### src/rtl/core/mplc_pkg.sv
// shared types, register codes and helper functions for the mecanum power limited current block
// no dependencies
package mplc_pkg;

    localparam int WHEELS = 4;
    localparam int IDX_W = $clog2(WHEELS);

    localparam int CFG_IDX_W = 3;
    localparam int CFG_DATA_W = 17;

    localparam logic [CFG_IDX_W-1:0] REG_SPEED_LIMIT = 3'd0;
    localparam logic [CFG_IDX_W-1:0] REG_ERROR_SUM_LIMIT = 3'd1;
    localparam logic [CFG_IDX_W-1:0] REG_CURRENT_BUDGET = 3'd2;
    localparam logic [CFG_IDX_W-1:0] REG_POWER_THRESHOLD = 3'd3;

    localparam logic [14:0] SPEED_LIMIT_RST = 15'd6000;
    localparam logic [16:0] ERROR_SUM_LIMIT_RST = 17'd24000;
    localparam logic [16:0] CURRENT_BUDGET_RST = 17'd61536;
    localparam logic [11:0] POWER_THRESHOLD_RST = 12'd600;

    localparam int DIV_NUM_W = 34;
    localparam int DIV_DEN_W = 18;
    localparam int DIV_CNT_W = $clog2(DIV_NUM_W + 1);

    typedef struct packed {
        logic             in_ready;
        logic             mix;
        logic             lim_start;
        logic             lim_store;
        logic             err;
        logic             mul;
        logic             cur_start;
        logic             cur_store;
        logic             zero_cur;
        logic             out_load;
        logic             hold;
        logic [IDX_W-1:0] idx;
    } dp_cmd_t;

    typedef struct packed {
        logic in_valid;
        logic over_power;
        logic over_limit;
        logic sum_zero;
        logic div_done;
        logic out_free;
    } dp_sts_t;

    // buffer energy band to q1.16 scale factor
    function automatic logic [16:0] buffer_factor(input logic signed [8:0] b);
        logic [16:0] f;
        begin
            if (b >= 9'sd40 && b < 9'sd50)
                f = 17'd58982;
            else if (b >= 9'sd35 && b < 9'sd40)
                f = 17'd49152;
            else if (b >= 9'sd30 && b < 9'sd35)
                f = 17'd32768;
            else if (b >= 9'sd20 && b < 9'sd30)
                f = 17'd16384;
            else if (b >= 9'sd10 && b < 9'sd20)
                f = 17'd8192;
            else if (b >= 9'sd0 && b < 9'sd10)
                f = 17'd3277;
            else
                f = 17'd65536;
            return f;
        end
    endfunction

    function automatic logic [16:0] mag18(input logic signed [17:0] v);
        logic signed [17:0] n;
        begin
            n = -v;
            return v[17] ? n[16:0] : v[16:0];
        end
    endfunction

endpackage

### src/rtl/core/mplc_in_if.sv
// input item channel: chassis commands, wheel speeds, power and buffer energy
// depends on nothing
interface mplc_in_if;
    logic               valid;
    logic               ready;
    logic signed [15:0] vel_x;
    logic signed [15:0] vel_y;
    logic signed [15:0] rot_z;
    logic signed [15:0] speed_lf;
    logic signed [15:0] speed_rf;
    logic signed [15:0] speed_rb;
    logic signed [15:0] speed_lb;
    logic [11:0]        chassis_power;
    logic signed [8:0]  buffer_energy;

    modport source (output valid, vel_x, vel_y, rot_z, speed_lf, speed_rf, speed_rb, speed_lb,
                    chassis_power, buffer_energy, input ready);
    modport sink (input valid, vel_x, vel_y, rot_z, speed_lf, speed_rf, speed_rb, speed_lb,
                  chassis_power, buffer_energy, output ready);
endinterface

### src/rtl/core/mplc_out_if.sv
// result item channel: four wheel currents and the power held flag
// depends on nothing
interface mplc_out_if;
    logic               valid;
    logic               ready;
    logic signed [15:0] current_lf;
    logic signed [15:0] current_rf;
    logic signed [15:0] current_rb;
    logic signed [15:0] current_lb;
    logic               power_held;

    modport source (output valid, current_lf, current_rf, current_rb, current_lb, power_held,
                    input ready);
    modport sink (input valid, current_lf, current_rf, current_rb, current_lb, power_held,
                  output ready);
endinterface

### src/rtl/core/mplc_cfg_if.sv
// configuration write channel: register index and write data
// uses mplc_pkg for widths
interface mplc_cfg_if;
    logic                             valid;
    logic                             ready;
    logic [mplc_pkg::CFG_IDX_W-1:0]  index;
    logic [mplc_pkg::CFG_DATA_W-1:0] data;

    modport source (output valid, index, data, input ready);
    modport sink (input valid, index, data, output ready);
endinterface

### src/rtl/core/mplc_divider.sv
// restoring divider, one quotient bit per cycle, shared by speed limit and current steps
// uses mplc_pkg for widths
module mplc_divider (
    input  logic                            clk,
    input  logic                            rst_n,
    input  logic                            start,
    input  logic [mplc_pkg::DIV_NUM_W-1:0] num,
    input  logic [mplc_pkg::DIV_DEN_W-1:0] den,
    output logic [mplc_pkg::DIV_NUM_W-1:0] quo,
    output logic                            done
);

    logic [mplc_pkg::DIV_NUM_W-1:0] quo_reg;
    logic [mplc_pkg::DIV_DEN_W-1:0] rem_reg;
    logic [mplc_pkg::DIV_DEN_W-1:0] den_reg;
    logic [mplc_pkg::DIV_CNT_W-1:0] cnt_reg;
    logic                            done_reg;
    logic [mplc_pkg::DIV_DEN_W:0]   trial;
    logic [mplc_pkg::DIV_DEN_W:0]   diff;
    logic                            ge;

    always_comb
    begin
        trial = {rem_reg, quo_reg[mplc_pkg::DIV_NUM_W-1]};
        diff = trial - {1'b0, den_reg};
        ge = (trial >= {1'b0, den_reg});
    end

    always_ff @(posedge clk or negedge rst_n)
    begin
        if (!rst_n)
        begin
            cnt_reg <= '0;
            done_reg <= 1'b0;
        end
        else if (start)
        begin
            cnt_reg <= mplc_pkg::DIV_CNT_W'(mplc_pkg::DIV_NUM_W);
            done_reg <= 1'b0;
        end
        else if (cnt_reg != '0)
        begin
            cnt_reg <= cnt_reg - 1'b1;
            if (cnt_reg == mplc_pkg::DIV_CNT_W'(1))
                done_reg <= 1'b1;
        end
    end

    always_ff @(posedge clk)
    begin
        if (start)
        begin
            quo_reg <= num;
            rem_reg <= '0;
            den_reg <= den;
        end
        else if (cnt_reg != '0)
        begin
            rem_reg <= ge ? diff[mplc_pkg::DIV_DEN_W-1:0] : trial[mplc_pkg::DIV_DEN_W-1:0];
            quo_reg <= {quo_reg[mplc_pkg::DIV_NUM_W-2:0], ge};
        end
    end

    assign quo = quo_reg;
    assign done = done_reg;

endmodule

### src/rtl/core/mplc_datapath.sv
// datapath: config registers, wheel mixing, speed limit, error sums, current scaling, output
// uses mplc_pkg, the channel interfaces and mplc_divider
module mplc_datapath (
    input  logic              clk,
    input  logic              rst_n,
    mplc_in_if.sink           in_ch,
    mplc_out_if.source        out_ch,
    mplc_cfg_if.sink          cfg_ch,
    input  mplc_pkg::dp_cmd_t cmd,
    output mplc_pkg::dp_sts_t sts
);

    logic [14:0] speed_limit_reg;
    logic [16:0] error_sum_limit_reg;
    logic [16:0] current_budget_reg;
    logic [11:0] power_threshold_reg;

    logic signed [15:0] vel_x_reg;
    logic signed [15:0] vel_y_reg;
    logic signed [15:0] rot_z_reg;
    logic signed [15:0] speed_reg [mplc_pkg::WHEELS];
    logic [11:0]        power_reg;
    logic signed [8:0]  energy_reg;

    logic signed [17:0] tgt_reg [mplc_pkg::WHEELS];
    logic [16:0]        max_reg;
    logic signed [17:0] err_reg [mplc_pkg::WHEELS];
    logic [17:0]        sum_reg;
    logic [32:0]        prod_reg;
    logic signed [15:0] held_reg [mplc_pkg::WHEELS];

    logic signed [15:0] out_cur_reg [mplc_pkg::WHEELS];
    logic               out_held_reg;
    logic               out_valid_reg;

    logic signed [17:0] xs, ys, zs;
    logic signed [17:0] mix_tgt [mplc_pkg::WHEELS];
    logic [16:0]        mix_max;
    logic signed [17:0] err_next [mplc_pkg::WHEELS];
    logic [17:0]        sum_next;
    logic [31:0]        lim_prod;
    logic [49:0]        cur_full;
    logic [17:0]        cur_den;
    logic [mplc_pkg::DIV_NUM_W-1:0] div_num;
    logic [mplc_pkg::DIV_DEN_W-1:0] div_den;
    logic [mplc_pkg::DIV_NUM_W-1:0] div_quo;
    logic               div_done;
    logic signed [17:0] lim_q;
    logic signed [17:0] lim_val;
    logic [15:0]        pos_val;
    logic [16:0]        neg_mag;
    logic [16:0]        neg_full;
    logic [15:0]        cur_val;
    logic signed [17:0] tgt_sel;
    logic signed [17:0] err_sel;
    logic [16:0]        err_mag_sel;

    // config writes
    assign cfg_ch.ready = 1'b1;

    always_ff @(posedge clk or negedge rst_n)
    begin
        if (!rst_n)
        begin
            speed_limit_reg <= mplc_pkg::SPEED_LIMIT_RST;
            error_sum_limit_reg <= mplc_pkg::ERROR_SUM_LIMIT_RST;
            current_budget_reg <= mplc_pkg::CURRENT_BUDGET_RST;
            power_threshold_reg <= mplc_pkg::POWER_THRESHOLD_RST;
        end
        else if (cfg_ch.valid)
        begin
            unique case (cfg_ch.index)
                mplc_pkg::REG_SPEED_LIMIT:     speed_limit_reg <= cfg_ch.data[14:0];
                mplc_pkg::REG_ERROR_SUM_LIMIT: error_sum_limit_reg <= cfg_ch.data;
                mplc_pkg::REG_CURRENT_BUDGET:  current_budget_reg <= cfg_ch.data;
                mplc_pkg::REG_POWER_THRESHOLD: power_threshold_reg <= cfg_ch.data[11:0];
                default: ;
            endcase
        end
    end

    // wheel mixing and magnitudes
    always_comb
    begin
        xs = 18'(vel_x_reg);
        ys = 18'(vel_y_reg);
        zs = 18'(rot_z_reg);
        mix_tgt[0] = xs + ys + zs;
        mix_tgt[1] = xs - ys + zs;
        mix_tgt[2] = zs - ys - xs;
        mix_tgt[3] = ys - xs + zs;
        mix_max = '0;
        for (int i = 0; i < mplc_pkg::WHEELS; i++)
        begin
            if (mplc_pkg::mag18(mix_tgt[i]) > mix_max)
                mix_max = mplc_pkg::mag18(mix_tgt[i]);
        end
    end

    always_comb
    begin
        sum_next = '0;
        for (int i = 0; i < mplc_pkg::WHEELS; i++)
        begin
            err_next[i] = tgt_reg[i] - 18'(speed_reg[i]);
            sum_next = sum_next + 18'(mplc_pkg::mag18(err_next[i]));
        end
    end

    // divider operands
    always_comb
    begin
        tgt_sel = tgt_reg[cmd.idx];
        err_sel = err_reg[cmd.idx];
        err_mag_sel = mplc_pkg::mag18(err_sel);
        lim_prod = 32'(mplc_pkg::mag18(tgt_sel)) * 32'(speed_limit_reg);
        cur_full = 50'(prod_reg) * 50'(mplc_pkg::buffer_factor(energy_reg));
        cur_den = (sum_reg >= 18'(error_sum_limit_reg)) ? sum_reg : 18'(error_sum_limit_reg);
        div_num = cmd.cur_start ? cur_full[49:16] : mplc_pkg::DIV_NUM_W'(lim_prod);
        div_den = cmd.cur_start ? cur_den : {1'b0, max_reg};
    end

    mplc_divider u_div (
        .clk   (clk),
        .rst_n (rst_n),
        .start (cmd.lim_start | cmd.cur_start),
        .num   (div_num),
        .den   (div_den),
        .quo   (div_quo),
        .done  (div_done)
    );

    // quotient to target and to saturated current
    always_comb
    begin
        lim_q = $signed({3'b000, div_quo[14:0]});
        lim_val = tgt_sel[17] ? -lim_q : lim_q;
        pos_val = (div_quo > 34'd32767) ? 16'h7fff : div_quo[15:0];
        neg_mag = (div_quo > 34'd32768) ? 17'd32768 : div_quo[16:0];
        neg_full = 17'd0 - neg_mag;
        cur_val = err_sel[17] ? neg_full[15:0] : pos_val;
    end

    always_ff @(posedge clk)
    begin
        if (in_ch.valid && cmd.in_ready)
        begin
            vel_x_reg <= in_ch.vel_x;
            vel_y_reg <= in_ch.vel_y;
            rot_z_reg <= in_ch.rot_z;
            speed_reg[0] <= in_ch.speed_lf;
            speed_reg[1] <= in_ch.speed_rf;
            speed_reg[2] <= in_ch.speed_rb;
            speed_reg[3] <= in_ch.speed_lb;
            power_reg <= in_ch.chassis_power;
            energy_reg <= in_ch.buffer_energy;
        end
        if (cmd.mix)
        begin
            tgt_reg <= mix_tgt;
            max_reg <= mix_max;
        end
        if (cmd.lim_store)
            tgt_reg[cmd.idx] <= lim_val;
        if (cmd.err)
        begin
            err_reg <= err_next;
            sum_reg <= sum_next;
        end
        if (cmd.mul)
            prod_reg <= 33'(err_mag_sel[15:0]) * 33'(current_budget_reg);
        if (cmd.out_load)
        begin
            out_cur_reg <= held_reg;
            out_held_reg <= cmd.hold;
        end
    end

    always_ff @(posedge clk or negedge rst_n)
    begin
        if (!rst_n)
        begin
            for (int i = 0; i < mplc_pkg::WHEELS; i++)
                held_reg[i] <= '0;
            out_valid_reg <= 1'b0;
        end
        else
        begin
            if (cmd.zero_cur)
            begin
                for (int i = 0; i < mplc_pkg::WHEELS; i++)
                    held_reg[i] <= '0;
            end
            else if (cmd.cur_store)
                held_reg[cmd.idx] <= $signed(cur_val);
            if (cmd.out_load)
                out_valid_reg <= 1'b1;
            else if (out_ch.ready)
                out_valid_reg <= 1'b0;
        end
    end

    assign in_ch.ready = cmd.in_ready;
    assign out_ch.valid = out_valid_reg;
    assign out_ch.current_lf = out_cur_reg[0];
    assign out_ch.current_rf = out_cur_reg[1];
    assign out_ch.current_rb = out_cur_reg[2];
    assign out_ch.current_lb = out_cur_reg[3];
    assign out_ch.power_held = out_held_reg;

    always_comb
    begin
        sts.in_valid = in_ch.valid;
        sts.over_power = (power_reg > power_threshold_reg);
        sts.over_limit = (max_reg > 17'(speed_limit_reg));
        sts.sum_zero = (sum_reg == '0);
        sts.div_done = div_done;
        sts.out_free = !out_valid_reg || out_ch.ready;
    end

endmodule

### src/rtl/core/mplc_ctrl.sv
// controller state machine sequencing mixing, limiting, current steps and result hand-off
// uses mplc_pkg command and status types
module mplc_ctrl (
    input  logic              clk,
    input  logic              rst_n,
    input  mplc_pkg::dp_sts_t sts,
    output mplc_pkg::dp_cmd_t cmd
);

    localparam logic [3:0] S_IDLE     = 4'd0;
    localparam logic [3:0] S_MIX      = 4'd1;
    localparam logic [3:0] S_CHECK    = 4'd2;
    localparam logic [3:0] S_LIM_GO   = 4'd3;
    localparam logic [3:0] S_LIM_WAIT = 4'd4;
    localparam logic [3:0] S_ERR      = 4'd5;
    localparam logic [3:0] S_SUM      = 4'd6;
    localparam logic [3:0] S_MUL      = 4'd7;
    localparam logic [3:0] S_CUR_GO   = 4'd8;
    localparam logic [3:0] S_CUR_WAIT = 4'd9;
    localparam logic [3:0] S_OUT      = 4'd10;

    logic [3:0]                 state_reg, state_next;
    logic [mplc_pkg::IDX_W-1:0] idx_reg, idx_next;
    logic                       hold_reg, hold_next;

    always_comb
    begin
        state_next = state_reg;
        idx_next = idx_reg;
        hold_next = hold_reg;
        cmd = '0;
        cmd.idx = idx_reg;
        cmd.hold = hold_reg;
        unique case (state_reg)
            S_IDLE:
            begin
                cmd.in_ready = 1'b1;
                if (sts.in_valid)
                    state_next = S_MIX;
            end
            S_MIX:
            begin
                cmd.mix = 1'b1;
                state_next = S_CHECK;
            end
            S_CHECK:
            begin
                idx_next = '0;
                if (sts.over_power)
                begin
                    hold_next = 1'b1;
                    state_next = S_OUT;
                end
                else
                begin
                    hold_next = 1'b0;
                    state_next = sts.over_limit ? S_LIM_GO : S_ERR;
                end
            end
            S_LIM_GO:
            begin
                cmd.lim_start = 1'b1;
                state_next = S_LIM_WAIT;
            end
            S_LIM_WAIT:
            begin
                if (sts.div_done)
                begin
                    cmd.lim_store = 1'b1;
                    idx_next = idx_reg + 1'b1;
                    state_next = (idx_reg == '1) ? S_ERR : S_LIM_GO;
                end
            end
            S_ERR:
            begin
                cmd.err = 1'b1;
                state_next = S_SUM;
            end
            S_SUM:
            begin
                idx_next = '0;
                if (sts.sum_zero)
                begin
                    cmd.zero_cur = 1'b1;
                    state_next = S_OUT;
                end
                else
                    state_next = S_MUL;
            end
            S_MUL:
            begin
                cmd.mul = 1'b1;
                state_next = S_CUR_GO;
            end
            S_CUR_GO:
            begin
                cmd.cur_start = 1'b1;
                state_next = S_CUR_WAIT;
            end
            S_CUR_WAIT:
            begin
                if (sts.div_done)
                begin
                    cmd.cur_store = 1'b1;
                    idx_next = idx_reg + 1'b1;
                    state_next = (idx_reg == '1) ? S_OUT : S_MUL;
                end
            end
            S_OUT:
            begin
                if (sts.out_free)
                begin
                    cmd.out_load = 1'b1;
                    state_next = S_IDLE;
                end
            end
            default:
                state_next = S_IDLE;
        endcase
    end

    always_ff @(posedge clk or negedge rst_n)
    begin
        if (!rst_n)
        begin
            state_reg <= S_IDLE;
            idx_reg <= '0;
            hold_reg <= 1'b0;
        end
        else
        begin
            state_reg <= state_next;
            idx_reg <= idx_next;
            hold_reg <= hold_next;
        end
    end

`ifndef ASSERT_OFF
    a_start_clears_done: assert property (@(posedge clk) disable iff (!rst_n)
        (cmd.lim_start || cmd.cur_start) |=> !sts.div_done)
        else $error("divider done still set after start");
    a_load_needs_room: assert property (@(posedge clk) disable iff (!rst_n)
        cmd.out_load |-> sts.out_free)
        else $error("result loaded over an untaken result");
    a_accept_to_mix: assert property (@(posedge clk) disable iff (!rst_n)
        (cmd.in_ready && sts.in_valid) |=> (state_reg == S_MIX))
        else $error("accepted item not taken to mixing");
    a_store_when_done: assert property (@(posedge clk) disable iff (!rst_n)
        (cmd.lim_store || cmd.cur_store) |-> sts.div_done)
        else $error("quotient stored before divider finished");
`endif

endmodule

### src/rtl/core/mecanum_power_limited_current.sv
// top level of the mecanum power limited current block
// uses mplc_pkg, the channel interfaces, mplc_ctrl and mplc_datapath
//
// in_ch takes one item (chassis commands, wheel speeds, power, buffer energy) at a time;
// out_ch gives one item of four wheel currents and the power held flag for each input item.
// cfg_ch writes speed_limit, error_sum_limit, current_budget and power_threshold by index
// 0 to 3 and is always ready; write it only while the block is idle.
// when power is over threshold the held currents go out with the power held flag set;
// when the error sum is zero the currents are cleared; otherwise the current is scaled per
// wheel, and first the targets are scaled when they are over the speed limit.
// both steps use the shared 34-step restoring divider, once per wheel for the speed
// limit and once per wheel for the current.
// one item is in work at a time; in_ch.ready is high only between items.
// the result sits in an output register, so the next item is accepted while it waits;
// a stalled receiver holds the finished next result back until the register frees.
// reset puts the config registers to their defaults, clears the held currents and empties
// the output register.
module mecanum_power_limited_current (
    input  logic       clk,
    input  logic       rst_n,
    mplc_in_if.sink    in_ch,
    mplc_out_if.source out_ch,
    mplc_cfg_if.sink   cfg_ch
);

    mplc_pkg::dp_cmd_t cmd;
    mplc_pkg::dp_sts_t sts;

    mplc_ctrl u_ctrl (
        .clk   (clk),
        .rst_n (rst_n),
        .sts   (sts),
        .cmd   (cmd)
    );

    mplc_datapath u_dp (
        .clk    (clk),
        .rst_n  (rst_n),
        .in_ch  (in_ch),
        .out_ch (out_ch),
        .cfg_ch (cfg_ch),
        .cmd    (cmd),
        .sts    (sts)
    );

endmodule
### src/flat_wrapper.sv
// flat-port wrapper written by rule: the top's interface ports become plain ports
module mecanum_power_limited_current_flat 
  (clk, rst_n, in_ch_valid, in_ch_vel_x, in_ch_vel_y, in_ch_rot_z, in_ch_speed_lf, in_ch_speed_rf, in_ch_speed_rb, in_ch_speed_lb, in_ch_chassis_power, in_ch_buffer_energy, in_ch_ready, out_ch_valid, out_ch_current_lf, out_ch_current_rf, out_ch_current_rb, out_ch_current_lb, out_ch_power_held, out_ch_ready, cfg_ch_valid, cfg_ch_index, cfg_ch_data, cfg_ch_ready);
  mplc_in_if in_ch_i ();
  mplc_out_if out_ch_i ();
  mplc_cfg_if cfg_ch_i ();
  input  logic clk;
  input  logic rst_n;
  input wire logic [$bits(in_ch_i.valid)-1:0] in_ch_valid;
  input wire logic [$bits(in_ch_i.vel_x)-1:0] in_ch_vel_x;
  input wire logic [$bits(in_ch_i.vel_y)-1:0] in_ch_vel_y;
  input wire logic [$bits(in_ch_i.rot_z)-1:0] in_ch_rot_z;
  input wire logic [$bits(in_ch_i.speed_lf)-1:0] in_ch_speed_lf;
  input wire logic [$bits(in_ch_i.speed_rf)-1:0] in_ch_speed_rf;
  input wire logic [$bits(in_ch_i.speed_rb)-1:0] in_ch_speed_rb;
  input wire logic [$bits(in_ch_i.speed_lb)-1:0] in_ch_speed_lb;
  input wire logic [$bits(in_ch_i.chassis_power)-1:0] in_ch_chassis_power;
  input wire logic [$bits(in_ch_i.buffer_energy)-1:0] in_ch_buffer_energy;
  output wire logic [$bits(in_ch_i.ready)-1:0] in_ch_ready;
  output wire logic [$bits(out_ch_i.valid)-1:0] out_ch_valid;
  output wire logic [$bits(out_ch_i.current_lf)-1:0] out_ch_current_lf;
  output wire logic [$bits(out_ch_i.current_rf)-1:0] out_ch_current_rf;
  output wire logic [$bits(out_ch_i.current_rb)-1:0] out_ch_current_rb;
  output wire logic [$bits(out_ch_i.current_lb)-1:0] out_ch_current_lb;
  output wire logic [$bits(out_ch_i.power_held)-1:0] out_ch_power_held;
  input wire logic [$bits(out_ch_i.ready)-1:0] out_ch_ready;
  input wire logic [$bits(cfg_ch_i.valid)-1:0] cfg_ch_valid;
  input wire logic [$bits(cfg_ch_i.index)-1:0] cfg_ch_index;
  input wire logic [$bits(cfg_ch_i.data)-1:0] cfg_ch_data;
  output wire logic [$bits(cfg_ch_i.ready)-1:0] cfg_ch_ready;
  assign in_ch_i.valid = in_ch_valid;
  assign in_ch_i.vel_x = in_ch_vel_x;
  assign in_ch_i.vel_y = in_ch_vel_y;
  assign in_ch_i.rot_z = in_ch_rot_z;
  assign in_ch_i.speed_lf = in_ch_speed_lf;
  assign in_ch_i.speed_rf = in_ch_speed_rf;
  assign in_ch_i.speed_rb = in_ch_speed_rb;
  assign in_ch_i.speed_lb = in_ch_speed_lb;
  assign in_ch_i.chassis_power = in_ch_chassis_power;
  assign in_ch_i.buffer_energy = in_ch_buffer_energy;
  assign in_ch_ready = in_ch_i.ready;
  assign out_ch_valid = out_ch_i.valid;
  assign out_ch_current_lf = out_ch_i.current_lf;
  assign out_ch_current_rf = out_ch_i.current_rf;
  assign out_ch_current_rb = out_ch_i.current_rb;
  assign out_ch_current_lb = out_ch_i.current_lb;
  assign out_ch_power_held = out_ch_i.power_held;
  assign out_ch_i.ready = out_ch_ready;
  assign cfg_ch_i.valid = cfg_ch_valid;
  assign cfg_ch_i.index = cfg_ch_index;
  assign cfg_ch_i.data = cfg_ch_data;
  assign cfg_ch_ready = cfg_ch_i.ready;
  mecanum_power_limited_current u_core (.clk(clk), .rst_n(rst_n), .in_ch(in_ch_i), .out_ch(out_ch_i), .cfg_ch(cfg_ch_i));
endmodule
### config.mk
export PLATFORM = sky130hd
export DESIGN_NAME = mecanum_power_limited_current_flat
export DESIGN_NICKNAME = d
export VERILOG_FILES = /design/src/rtl/core/mplc_pkg.sv /design/src/rtl/core/mplc_in_if.sv /design/src/rtl/core/mplc_out_if.sv /design/src/rtl/core/mplc_cfg_if.sv /design/src/rtl/core/mplc_divider.sv /design/src/rtl/core/mplc_datapath.sv /design/src/rtl/core/mplc_ctrl.sv /design/src/rtl/core/mecanum_power_limited_current.sv /design/src/flat_wrapper.sv
export SDC_FILE = /design/constraint.sdc
export NUM_CORES = 2
export LEC_CHECK = 0
export BUFFER_PORTS_ARGS = -buffer_cell sky130_fd_sc_hd__buf_4
export CORE_MARGIN = 2
export CORE_UTILIZATION = 50
export CTS_CLUSTER_DIAMETER = 200
export CTS_CLUSTER_SIZE = 16
export DETAILED_ROUTE_END_ITERATION = 6
export PLACE_DENSITY = 0.66
export REMOVE_ABC_BUFFERS = 1
export SETUP_SLACK_MARGIN = 0.05
export SLEW_MARGIN = 20
export SYNTH_ARGS = -nofsm -noshare
export SYNTH_HDL_FRONTEND = slang
export SYNTH_SLANG_ARGS = --single-unit
### constraint.sdc
create_clock -name clk -period 11.85 [get_ports clk]
set_input_delay 1.185 -clock clk [delete_from_list [all_inputs] [get_ports clk]]
set_output_delay 1.185 -clock clk [all_outputs]
set_load 0.005 [all_outputs]
==> results.toml <==
[status]
status = "complete, no violations"

[synth]
synth_cell_type_count = 104
ys.flop_type = "edfxtp_1"
synthesis.area_sq_um = 71400
syn-mean-instance-area_sq_um = 9.61
syn_inst = 7429
synth_edf_count = 386
synth_mux_area_share_pct = 2.74
async_flop_share_pct = 22.7
synthAdderAreaFrac_pct = 36.6
yosys_warnings = 0
yosys.area_share.simple_pct = 13.0
synth-compound-area-share_pct = 11.0
synth_top_family_by_area = "adder cells"
synth_top_area_share_pct = 24.4
ys_seq_elements = 616
synth-seq-area-share_pct = 23.7
synth_area_leaders = "fa_1 24%, edfxtp_1 16%, ha_1 12%"
synth_xor_area_share_pct = 4.72
yosysTopAreaCell = "fa_1"

[cts]
clkSinkCount = 616
clockBufferDepth = 3
cts_tree = "built"
htree_levels = 2
post_cts_buffers = 0
worstSkewPairLatency_ns = 0.68
clkTransAtPathRegs_ns = 0.08
cts-hold-fix-buffers = 0
cts_resized = 0
numCtsBuffers = 45
root_buffer = "clkbuf_16"

[worst_hold_path]
min_path_type = "reg2reg"

[layout]
final_nets = 9279
area_growth_pct = 7.47
drive_gt1_share_pct = 7.11
seq_area_sq_um = 16900
n_fill_cell = 12849
largest_reg_flops = 72
antenna_cells = 0
multi_input_area_sq_um = 48700

[grt]
grt_util_met1_pct = 36.5
grt_pass1_vias = 54146
grtUsageMet2_pct = 46.8
track_usage_pct = 28.0
top_usage_layer = "met2"
met3_usage_pct = 3.47
grt_pass1_wl_um = 315000
overflow = 0
grt_max_degree = 87
antenna_found_initial = 2

[drt]
viasPerCell = 5.61
drc = 0
wire_per_inst_um = 21.4
drt-initial-drc-count = 3973
vias = 53236
wl_um = 203000
ant_nets = 0
firstDrtPassIters = 6

[sta]
fin_crit_sh_pct = 89.8
finalHoldViolCount = 0
fin_skew_ns = 0.0390
slew_headroom_pct = 19.4
clock.fmax_ghz = 0.0940
rsz0062_at_grt = "false"
period_minus_slack_ns = 10.64
setup_violations = 0
maxSlewViolCount = 0
worst_pin_slew_ns = 1.20
tns_ns = 0

[place]
port-buffer-count = 224
place_congestion = 0.956
dp_hpwl_um = 167000

[setup_path]
cp_slowest_cell = "fa_1"
path_buf_inv = 3
slowest_delay_ns = 0.72
criticalPathCategory = "reg2reg"
reg2reg_from = "u_core.u_dp.vel_x_reg[1]"
r2r_slack_ns = 1.21
end_kind = "register"
crit_start = "u_core.u_dp.vel_x_reg[1]"
arrival_ns = 11.03
endpoint = "u_core.u_dp.max_reg[4]"
crit_fanout = 6
crit_family = "compound AO/OA/AOI/OAI gates"
r2r_end = "u_core.u_dp.max_reg[4]"
critPathRequiredTime_ns = 12.24
crit_top_cell = "o21a_1"
cp-start-kind = "register"
ff2ff_path_depth = 45
crit_cells = 45

[floorplan]
die_width_um = 382
initial_core_util_pct = 50.4
core_area_sq_um = 142000
die_h_um = 382
num_io_pins = 226
rows = 138
dieArea_sq_um = 146000

[job]
drv_cap = 0
## stage by stage
stage	cells	hold WS (ns)	setup WS [ns]	area [sq um]	utilization, %
after floorplan	7209	0.425	1.12	70500	-
after global placement	9399	0.429	1.22	75300	53.2
after detailed placement	9399	0.435	1.25	75300	53.2
after CTS	9483	0.446	1.18	76600	54.1
after global routing	9484	0.460	0.293	76700	54.2
final	9484	0.446	1.21	76700	54.2
## cell usage after synthesis, drive strengths merged, types with 37 or more instances
master  instances
inv          1342
fa            868
nand2         854
ha            696
edfxtp        386
o21ai         313
nor2          301
a21oi         279
and2          258
xnor2         235
clkbuf        198
xor2          149
a21o          124
dfrtp         116
nor2b         107
dfxtp          90
nor3           84
mux2i          77
nand3          65
a31oi          57
nand2b         54
o21a           54
a22o           52
and3           42
o211ai         41
mux2           37
o21bai         37
## cell families (layout without fill, tap and decap cells)
kind of cell	count (synthesis)	count (layout)
mux	148	148
simple gates	1944	1944
other cells	2	2
xor+xnor	384	384
buf+inv	1562	1727
flops	616	616
compound gates	1208	1208
fa+ha+maj	1565	1565
## area by class of cell
cell class                 instances  share of cell area (%)
clock buffer                      78                    1.64
clock inverter                     6                   0.111
inverter                        1342                    6.57
multi-input combinational       5251                    63.6
sequential                       616                    22.1
tap                             1890                    3.08
timing repair buffer             301                    2.97
## cell usage in the layout (no fill, tap or decap), drive strengths merged, types with 149 or more instances in the layout
master / Yosys / layout
fa: 868 / 868
nand2: 854 / 854
a21oi: 279 / 279
xor2: 149 / 149
and2: 258 / 258
nor2: 301 / 301
xnor2: 235 / 235
buf: 22 / 301
o21ai: 313 / 313
edfxtp: 386 / 386
ha: 696 / 696
inv: 1342 / 1345
## per-layer routing
metal  vias up  routed length [um]
li1      24589                   -
met4         2               10900
met1     26563               82600
met3       359               12200
met2      1723               96800
met5         -                  12
## worst register-to-register path, delay by kind of cell, from the launching register on
kind	cells	cell delay [ns]
adders and majority gates	6	2.25
AOI/OAI and AO/OA	26	5.62
buffers and inverters	3	0.41
muxes	3	0.74
and+or+nand+nor	7	0.94
DFF	1	0.41
## worst min-delay path by stage
stage / start / end / slack (ns) / depth (start not counted)
after floorplan: u_core.u_dp.held_reg[10] / u_core.u_dp.out_ch.current_lb[10] / 0.42 / 0
after global placement: u_core.u_dp.held_reg[14] / u_core.u_dp.out_ch.current_lb[14] / 0.43 / 0
after detailed placement: u_core.u_dp.held_reg[23] / u_core.u_dp.out_ch.current_rb[7] / 0.43 / 0
after CTS: u_core.u_dp.held_reg[34] / u_core.u_dp.out_ch.current_rf[2] / 0.45 / 0
after global routing: u_core.u_dp.held_reg[43] / u_core.u_dp.out_ch.current_rf[11] / 0.46 / 0
final: u_core.u_dp.held_reg[34] / u_core.u_dp.out_ch.current_rf[2] / 0.45 / 0
Power is left out: the tool's default activity adds up to more than one toggle a clock period on the data nets, which glitch-free logic cannot reach.
